**config.mk**
```make
export PLATFORM = sky130hd
export DESIGN_NAME = rpn_stack_calculator_core
export DESIGN_NICKNAME = d
export VERILOG_FILES = /design/src/rpnsc_pkg.sv /design/src/rpn_stack_calculator_core.sv /design/src/rpnsc_ctrl.sv /design/src/rpnsc_dp.sv
export SDC_FILE = /design/constraint.sdc
export NUM_CORES = 2
export LEC_CHECK = 0
export BUFFER_PORTS_ARGS = -buffer_cell sky130_fd_sc_hd__buf_2
export CAP_MARGIN = 0
export CORE_UTILIZATION = 35
export DETAILED_ROUTE_END_ITERATION = 6
export GPL_ROUTABILITY_DRIVEN = 0
export PLACE_DENSITY_LB_ADDON = 0.2
export SETUP_SLACK_MARGIN = 0.1
export SLEW_MARGIN = 20
export SYNTH_ARGS = -nofsm -noshare
export SYNTH_HDL_FRONTEND = slang
export SYNTH_HIERARCHICAL = 1
export SYNTH_SLANG_ARGS = --single-unit
```
**constraint.sdc**
```tcl
create_clock -name clk -period 8.3 [get_ports clk]
set_input_delay 0.83 -clock clk [delete_from_list [all_inputs] [get_ports clk]]
set_output_delay 0.83 -clock clk [all_outputs]
set_load 0.03 [all_outputs]
```
**src/rpnsc_pkg.sv**
```systemverilog
// ----------------------------------------------------------------------------
// rpnsc_pkg: shared types and constants for the rpn stack calculator
// opcodes, controller states, and the command/status bundles between modules
// ----------------------------------------------------------------------------
`default_nettype none

package rpnsc_pkg;

  // default number of stack entries
  localparam int unsigned STACK_DEPTH_DEF = 16;

  // field widths
  localparam int unsigned VALUE_W     = 32;
  localparam int unsigned DEPTH_W     = 5;
  localparam int unsigned OPCODE_W    = 2;
  localparam int unsigned IN_TDATA_W  = 32;
  localparam int unsigned OUT_TDATA_W = 40;

  // operation codes
  typedef enum logic [OPCODE_W-1:0] {
    OP_PUSH = 2'd0,
    OP_ADD  = 2'd1,
    OP_SUB  = 2'd2,
    OP_MUL  = 2'd3
  } opcode_t;

  // controller states
  typedef enum logic [1:0] {
    ST_IDLE,
    ST_READ,
    ST_EXEC,
    ST_COMMIT
  } state_t;

  // controller to datapath commands
  typedef struct packed {
    logic load_in;
    logic rd_en;
    logic exec;
    logic commit;
  } cmd_t;

  // datapath to controller status
  typedef struct packed {
    logic out_valid;
  } status_t;

endpackage

`default_nettype wire

```
**src/rpn_stack_calculator_core.sv**
```systemverilog
// ----------------------------------------------------------------------------
// rpn_stack_calculator_core: reverse polish integer calculator on a fixed stack
// push goes from the accepted beat straight to commit; add/sub/mul pass the
// read and execute states first; one beat in flight, the next is taken after commit
// a result still held by m_tready stalls the commit and so the next input beat
// reset clears stack pointer and output valid; stack memory is not cleared
// ----------------------------------------------------------------------------
`default_nettype none

module rpn_stack_calculator_core #(
  parameter int unsigned STACK_DEPTH = rpnsc_pkg::STACK_DEPTH_DEF
) (
  input  wire logic                                 clk,
  input  wire logic                                 rst,
  // slave side
  input  wire logic                                 s_tvalid,
  output logic                                      s_tready,
  input  wire logic [rpnsc_pkg::IN_TDATA_W-1:0]     s_tdata,  // operand_value[31:0]
  input  wire logic [rpnsc_pkg::OPCODE_W-1:0]       s_tuser,  // opcode[1:0]
  // master side
  output logic                                      m_tvalid,
  input  wire logic                                 m_tready,
  // top_value[31:0], depth[36:32], underflow[37], overflow[38], bit 39 tied to 0
  output logic [rpnsc_pkg::OUT_TDATA_W-1:0]         m_tdata
);

  rpnsc_pkg::cmd_t    cmd;
  rpnsc_pkg::status_t status;

  // sequencer
  rpnsc_ctrl u_ctrl (
    .clk       (clk),
    .rst       (rst),
    .in_valid  (s_tvalid),
    .in_ready  (s_tready),
    .in_opcode (s_tuser),
    .out_ready (m_tready),
    .status    (status),
    .cmd       (cmd)
  );

  // stack and alu
  rpnsc_dp #(
    .STACK_DEPTH (STACK_DEPTH)
  ) u_dp (
    .clk        (clk),
    .rst        (rst),
    .cmd        (cmd),
    .status     (status),
    .in_opcode  (s_tuser),
    .in_operand (s_tdata),
    .out_ready  (m_tready),
    .out_valid  (m_tvalid),
    .out_data   (m_tdata)
  );

endmodule

`default_nettype wire

```
**src/rpnsc_ctrl.sv**
```systemverilog
// ----------------------------------------------------------------------------
// rpnsc_ctrl: operation sequencer
// takes one beat; push goes straight to commit, arithmetic steps through read and execute, then commits
// ----------------------------------------------------------------------------
`default_nettype none

module rpnsc_ctrl (
  input  wire logic                                 clk,
  input  wire logic                                 rst,
  input  wire logic                                 in_valid,
  output logic                                      in_ready,
  input  wire logic [rpnsc_pkg::OPCODE_W-1:0]       in_opcode,
  input  wire logic                                 out_ready,
  input  wire rpnsc_pkg::status_t                   status,
  output rpnsc_pkg::cmd_t                           cmd
);

  rpnsc_pkg::state_t state;
  rpnsc_pkg::state_t state_next;
  logic              accept;
  logic              out_free;

  // state register
  always_ff @(posedge clk) begin
    if (rst) begin
      state <= rpnsc_pkg::ST_IDLE;
    end else begin
      state <= state_next;
    end
  end

  // next state and commands
  always_comb begin
    in_ready    = (state == rpnsc_pkg::ST_IDLE);
    accept      = in_valid && in_ready;
    out_free    = !status.out_valid || out_ready;
    cmd         = '0;
    cmd.load_in = accept;
    state_next  = state;
    case (state)
      rpnsc_pkg::ST_IDLE: begin
        if (accept) begin
          if (in_opcode == rpnsc_pkg::OP_PUSH) begin
            state_next = rpnsc_pkg::ST_COMMIT;
          end else begin
            state_next = rpnsc_pkg::ST_READ;
          end
        end
      end
      rpnsc_pkg::ST_READ: begin
        cmd.rd_en  = 1'b1;
        state_next = rpnsc_pkg::ST_EXEC;
      end
      rpnsc_pkg::ST_EXEC: begin
        cmd.exec   = 1'b1;
        state_next = rpnsc_pkg::ST_COMMIT;
      end
      rpnsc_pkg::ST_COMMIT: begin
        // hold until the output register can take the result
        if (out_free) begin
          cmd.commit = 1'b1;
          state_next = rpnsc_pkg::ST_IDLE;
        end
      end
      default: begin
        state_next = rpnsc_pkg::ST_IDLE;
      end
    endcase
  end

endmodule

`default_nettype wire

```
**src/rpnsc_dp.sv**
```systemverilog
// ----------------------------------------------------------------------------
// rpnsc_dp: stack datapath
// top of stack in a register, lower entries in a memory, alu and result register
// ----------------------------------------------------------------------------
`default_nettype none

module rpnsc_dp #(
  parameter int unsigned STACK_DEPTH = rpnsc_pkg::STACK_DEPTH_DEF
) (
  input  wire logic                                  clk,
  input  wire logic                                  rst,
  input  wire rpnsc_pkg::cmd_t                       cmd,
  output rpnsc_pkg::status_t                         status,
  input  wire logic [rpnsc_pkg::OPCODE_W-1:0]        in_opcode,
  input  wire logic [rpnsc_pkg::VALUE_W-1:0]         in_operand,
  input  wire logic                                  out_ready,
  output logic                                       out_valid,
  output logic [rpnsc_pkg::OUT_TDATA_W-1:0]          out_data
);

  localparam int unsigned SpW   = $clog2(STACK_DEPTH + 1);
  localparam int unsigned AddrW = $clog2(STACK_DEPTH);
  localparam int unsigned VW    = rpnsc_pkg::VALUE_W;
  localparam int unsigned DW    = rpnsc_pkg::DEPTH_W;

  rpnsc_pkg::opcode_t op_reg;
  logic [VW-1:0]      val_reg;
  logic [VW-1:0]      stack_store [STACK_DEPTH];
  logic [VW-1:0]      tos;
  logic [VW-1:0]      tos_next;
  logic [SpW-1:0]     sp;
  logic [SpW-1:0]     sp_next;
  logic [SpW-1:0]     sp_m1;
  logic [SpW-1:0]     sp_m2;
  logic [VW-1:0]      rd_data;
  logic [VW-1:0]      alu_res;
  logic [VW-1:0]      a_op;
  logic [VW-1:0]      b_op;
  logic               sp_nz;
  logic               sp_ge2;
  logic               full;
  logic               wr_en;
  logic               under_next;
  logic               over_next;
  logic [VW-1:0]      top_out;
  logic [SpW+DW-1:0]  sp_ext;

  // pointer arithmetic
  assign sp_nz  = (sp != '0);
  assign sp_ge2 = (sp >= SpW'(2));
  assign full   = (sp == SpW'(STACK_DEPTH));
  assign sp_m1  = sp - SpW'(1);
  assign sp_m2  = sp - SpW'(2);

  // latch the accepted beat
  always_ff @(posedge clk) begin
    if (cmd.load_in) begin
      op_reg  <= rpnsc_pkg::opcode_t'(in_opcode);
      val_reg <= in_operand;
    end
  end

  // stack memory: second entry read, old top written back on push
  always_ff @(posedge clk) begin
    if (cmd.commit && wr_en) begin
      stack_store[sp_m1[AddrW-1:0]] <= tos;
    end
    if (cmd.rd_en) begin
      rd_data <= stack_store[sp_m2[AddrW-1:0]];
    end
  end

  // missing operands read as zero
  assign a_op = sp_ge2 ? rd_data : '0;
  assign b_op = sp_nz ? tos : '0;

  // alu with registered result
  always_ff @(posedge clk) begin
    if (cmd.exec) begin
      case (op_reg)
        rpnsc_pkg::OP_ADD: alu_res <= a_op + b_op;
        rpnsc_pkg::OP_SUB: alu_res <= a_op - b_op;
        rpnsc_pkg::OP_MUL: alu_res <= a_op * b_op;
        default:           alu_res <= '0;
      endcase
    end
  end

  // stack update at commit
  always_comb begin
    tos_next   = tos;
    sp_next    = sp;
    under_next = 1'b0;
    over_next  = 1'b0;
    wr_en      = 1'b0;
    if (op_reg == rpnsc_pkg::OP_PUSH) begin
      if (full) begin
        over_next = 1'b1;
      end else begin
        wr_en    = sp_nz;
        tos_next = val_reg;
        sp_next  = sp + SpW'(1);
      end
    end else begin
      tos_next   = alu_res;
      under_next = !sp_ge2;
      sp_next    = sp_ge2 ? sp_m1 : SpW'(1);
    end
  end

  // result fields
  assign top_out = (sp_next != '0) ? tos_next : '0;
  assign sp_ext  = {{DW{1'b0}}, sp_next};

  // stack registers
  always_ff @(posedge clk) begin
    if (rst) begin
      sp <= '0;
    end else if (cmd.commit) begin
      sp <= sp_next;
    end
  end

  always_ff @(posedge clk) begin
    if (cmd.commit) begin
      tos <= tos_next;
    end
  end

  // output register
  always_ff @(posedge clk) begin
    if (rst) begin
      out_valid <= 1'b0;
    end else if (cmd.commit) begin
      out_valid <= 1'b1;
    end else if (out_ready) begin
      out_valid <= 1'b0;
    end
  end

  always_ff @(posedge clk) begin
    if (cmd.commit) begin
      out_data <= {1'b0, over_next, under_next, sp_ext[DW-1:0], top_out};
    end
  end

  assign status.out_valid = out_valid;

`ifndef NO_ASSERTIONS
  // pointer never passes the stack size
  a_sp_range: assert property (@(posedge clk) disable iff (rst)
    sp <= SpW'(STACK_DEPTH))
    else $error("stack pointer beyond depth");

  // pointer moves only at commit
  a_sp_hold: assert property (@(posedge clk) disable iff (rst)
    !cmd.commit |=> $stable(sp))
    else $error("stack pointer moved outside commit");

  // an arithmetic beat always leaves something on the stack
  a_arith_nonempty: assert property (@(posedge clk) disable iff (rst)
    cmd.commit && (op_reg != rpnsc_pkg::OP_PUSH) |=> (sp != '0) && out_valid)
    else $error("arithmetic left stack empty");

  // commit never overwrites a result still waiting
  a_no_clobber: assert property (@(posedge clk) disable iff (rst)
    cmd.commit |-> (!out_valid || out_ready))
    else $error("result overwritten");

  // one step cannot both underflow and overflow
  a_flags: assert property (@(posedge clk) disable iff (rst)
    out_valid |-> !(out_data[VW+DW] && out_data[VW+DW+1]))
    else $error("both flags raised");
`endif

endmodule

`default_nettype wire
```
==> results.tsv <==
metric	value	unit
status	finished, final reports clean	
Post-Synth Simple-Gate Area	0.0849	
final-report setup violation count	0	
utilization after layout	0.416	
met3 WL post-DR	9780	microns
Power Dens Cells	260	nW/um^2
number of flip-flops under the largest register name	512	
total design power	0.0136	W
Worst path max stage delay	630	ps
# fillers	11800	
WL final	143000	microns
endpoints failing hold	0	
Die X-Extent	358	microns
Reg2Reg Launch Point	u_dp/sp[1]	
CP most frequent cell	fa_1	
fin nets	4362	
drc violations	0	
commonest non-fill, non-tap cell in the layout	edfxtp_1	
largest net degree at the start of global routing	133	
crit start category	flop	
Worst Setup End Kind	flop	
DR top layer	met4	
antenna-violating nets left	0	
Worst-Margin Slew	1090	ps
Worst Path Arrival	8370	ps
metal2 WL	66200	microns
Worst Hold Launch	s_tdata[6]	
highest clock rate	0.124	GHz
relative slew slack	0.270	
R2R Setup Slk	260	ps
CTS tree	built	
First-pass DRT Iterations	5	
cells on worst reg2reg path	29	
htree depth	3	
Netlist cell types	90	
final setup TNS	0	ps
HPWL after DPL	103000	microns
Synth Area in Compound Gates	0.0481	
first-pass GRT wire length	208000	microns
global route total overflow	0	
cts bufs inserted	69	
share of layout cells above drive strength 1	0.219	
most frequent cells in the layout	edfxtp_1 (681), nor2_1 (425), inv_1 (402)	
number of cells produced by synthesis	3419	
Root Driver	clkbuf_16	
number of max-cap violations	0	
xor/xnor share of the synthesized area	0.0264	
number of synthesized flops with an enable pin	681	
GRT Total Usage	0.226	
CORE AREA	126000	sq um
fin crit period	8040	ps
Initial DRC Count	2694	
wire per inst	26.2	microns
Peak VDD IR	197	uV
Sink Count	689	
Clock Skew	41.5	ps
Initial Utilization	0.353	
Final WS setup	259	ps
Bufs on Longest Clock Path	3	
placed cell count	5280	
Crit Path Max Fanout	6	
Layout area overhead	17.9	%
adder-cell share of the synthesized area	0.233	
setup slack after placement	-186	ps
Chip Height	358	microns
initial antenna violation count	7	
placement row count	130	
critical path class	flop to flop	
Hold Path Depth	1	
Avg Cell Area, Syn	13.0	sq um
vias in the first global route	29500	
wire length on met1	61700	microns
Worst Path Required	8630	ps
worst hold endpoint	u_dp/val_reg[6]	
post-synthesis mux area share	0.0909	
Post-Syn Area	44300	sq um
Synth Warn #	6	
Leakage	19.9	nW
post-route non-filler standard cell count	5454	
synthesis-stage register bit count	689	
slowest library cell on the worst path	fa_1	
register area share after synthesis	0.465	
Hold Crit Class	input pin to flop	
prevailing post-synth register cell	edfxtp_1	
RSZ-0062 raised after global routing	yes	
Via density	5.29	
Vias	28800	
Net Count, Synth	4037	
Clock Latency Late Sink	650	ps
Worst R2R End	u_dp/alu_res[28]	
clock-pin slew on the worst setup and hold paths	60	ps
num ports	80	
Port Buffer Count	78	
FFs w/ async S/R, synth	0	
largest family of logic cells by synthesized area	adder cells	
die footprint	128000	sq um
max-slew violation count	0	
period utilization	0.969	
[cell families (layout without fill, tap and decap cells)]
| logic type | count (synthesis) | after routing |
|---|---|---|
| other | 1 | 5 |
| adders and majority gates | 581 | 581 |
| AOI/OAI and AO/OA | 321 | 321 |
| xor gates and xnor gates | 132 | 132 |
| and+or+nand+nor | 895 | 898 |
| DFF | 689 | 689 |
| buffers and inverters | 598 | 976 |
| muxes | 202 | 202 |
[power breakdown]
part / internal, W / switching, W
clock network: 0.00185 / 0.00137
registers: 0.00418 / 0.000141
logic: 0.00238 / 0.00367
total: 0.00840 / 0.00518
[worst max-delay path: cells and delay by family (launching register included)]
kind	cells	cell delay, ps
AO/OA/AOI/OAI	5	970
adder cells (fa/ha/maj)	10	4500
buffers and inverters	8	860
flip-flops	1	360
AND/OR/NAND/NOR	6	1040
[synth_stat cells, types with 7 or more instances]
| cell type | number | area, sq um |
|---|---|---|
| mux4_2 | 160 | 3600 |
| clkbuf_1 | 146 | 548 |
| mux2i_1 | 41 | 410 |
| or3_1 | 8 | 50.1 |
| clkinv_1 | 14 | 52.6 |
| a211oi_1 | 40 | 300 |
| buf_1 | 16 | 60.1 |
| nand4_1 | 7 | 43.8 |
| nor2_1 | 445 | 1670 |
| nor3_1 | 18 | 90.1 |
| a21oi_1 | 110 | 551 |
| nand3_1 | 57 | 285 |
| a21o_1 | 26 | 195 |
| a31oi_1 | 7 | 43.8 |
| nand2b_1 | 11 | 68.8 |
| a22oi_1 | 11 | 82.6 |
| ha_1 | 171 | 2140 |
| o21ai_0 | 34 | 170 |
| edfxtp_1 | 681 | 20400 |
| xnor2_1 | 86 | 753 |
| nor2b_1 | 9 | 56.3 |
| nor4_1 | 8 | 50.1 |
| xor2_1 | 45 | 394 |
| o22ai_1 | 9 | 56.3 |
| dfxtp_1 | 8 | 160 |
| and2_1 | 20 | 125 |
| nand2_1 | 275 | 1030 |
| o21ai_1 | 14 | 70.1 |
| inv_1 | 414 | 1550 |
| o21a_1 | 12 | 90.1 |
| and3_1 | 9 | 56.3 |
| fa_1 | 409 | 8190 |
[repair_timing]
| item | 4_1_cts | 5_1_grt |
|---|---|---|
| hold buffers | 0 | 0 |
| resized for setup | 11 | 125 |
| cloned | 2 | 1 |
| endpoints found under the setup margin | 6 | 12 |
| setup buffers | 0 | 40 |
| endpoints found under the hold margin | 0 | 0 |
| pin swaps | 0 | 71 |
[routing by layer]
metal  GRT usage  vias to the layer above
met5           0                        -
met4      0.0744                        0
met3      0.0312                      227
met2       0.356                     1120
met1       0.323                    15100
li1            -                    12400
[per-stage QoR]
stage	cell area, sq um	hold WS (ps)
2_1_floorplan	44500	516
3_3_place_gp	49000	554
3_5_place_dp	49000	558
4_1_cts	51400	329
5_1_grt	52200	351
6_report	52200	358
[worst max path at each step]
stage,from,to,cells past startpoint
5_1_grt,u_dp/sp[1],u_dp/alu_res[28],30
2_1_floorplan,u_dp/sp[1],u_dp/alu_res[30],35
6_report,u_dp/sp[1],u_dp/alu_res[28],29
3_5_place_dp,u_dp/sp[1],u_dp/alu_res[31],27
3_3_place_gp,u_dp/sp[1],u_dp/alu_res[31],27
4_1_cts,u_dp/sp[0],u_dp/alu_res[28],30
[layout make-up]
type / instances / area [sq um] / share of cell area
Sequential cell: 689 / 20600 / 0.395
Inverter: 430 / 1650 / 0.0315
Timing Repair Buffer: 419 / 3490 / 0.0667
Clock inverter: 37 / 459 / 0.00879
Clock buffer: 90 / 1860 / 0.0356
Antenna cell: 4 / 10.0 / 0.000192
Multi-Input combinational cell: 2135 / 22100 / 0.423
Tap cell: 1650 / 2060 / 0.0395
(Power assumes the default switching activity.)
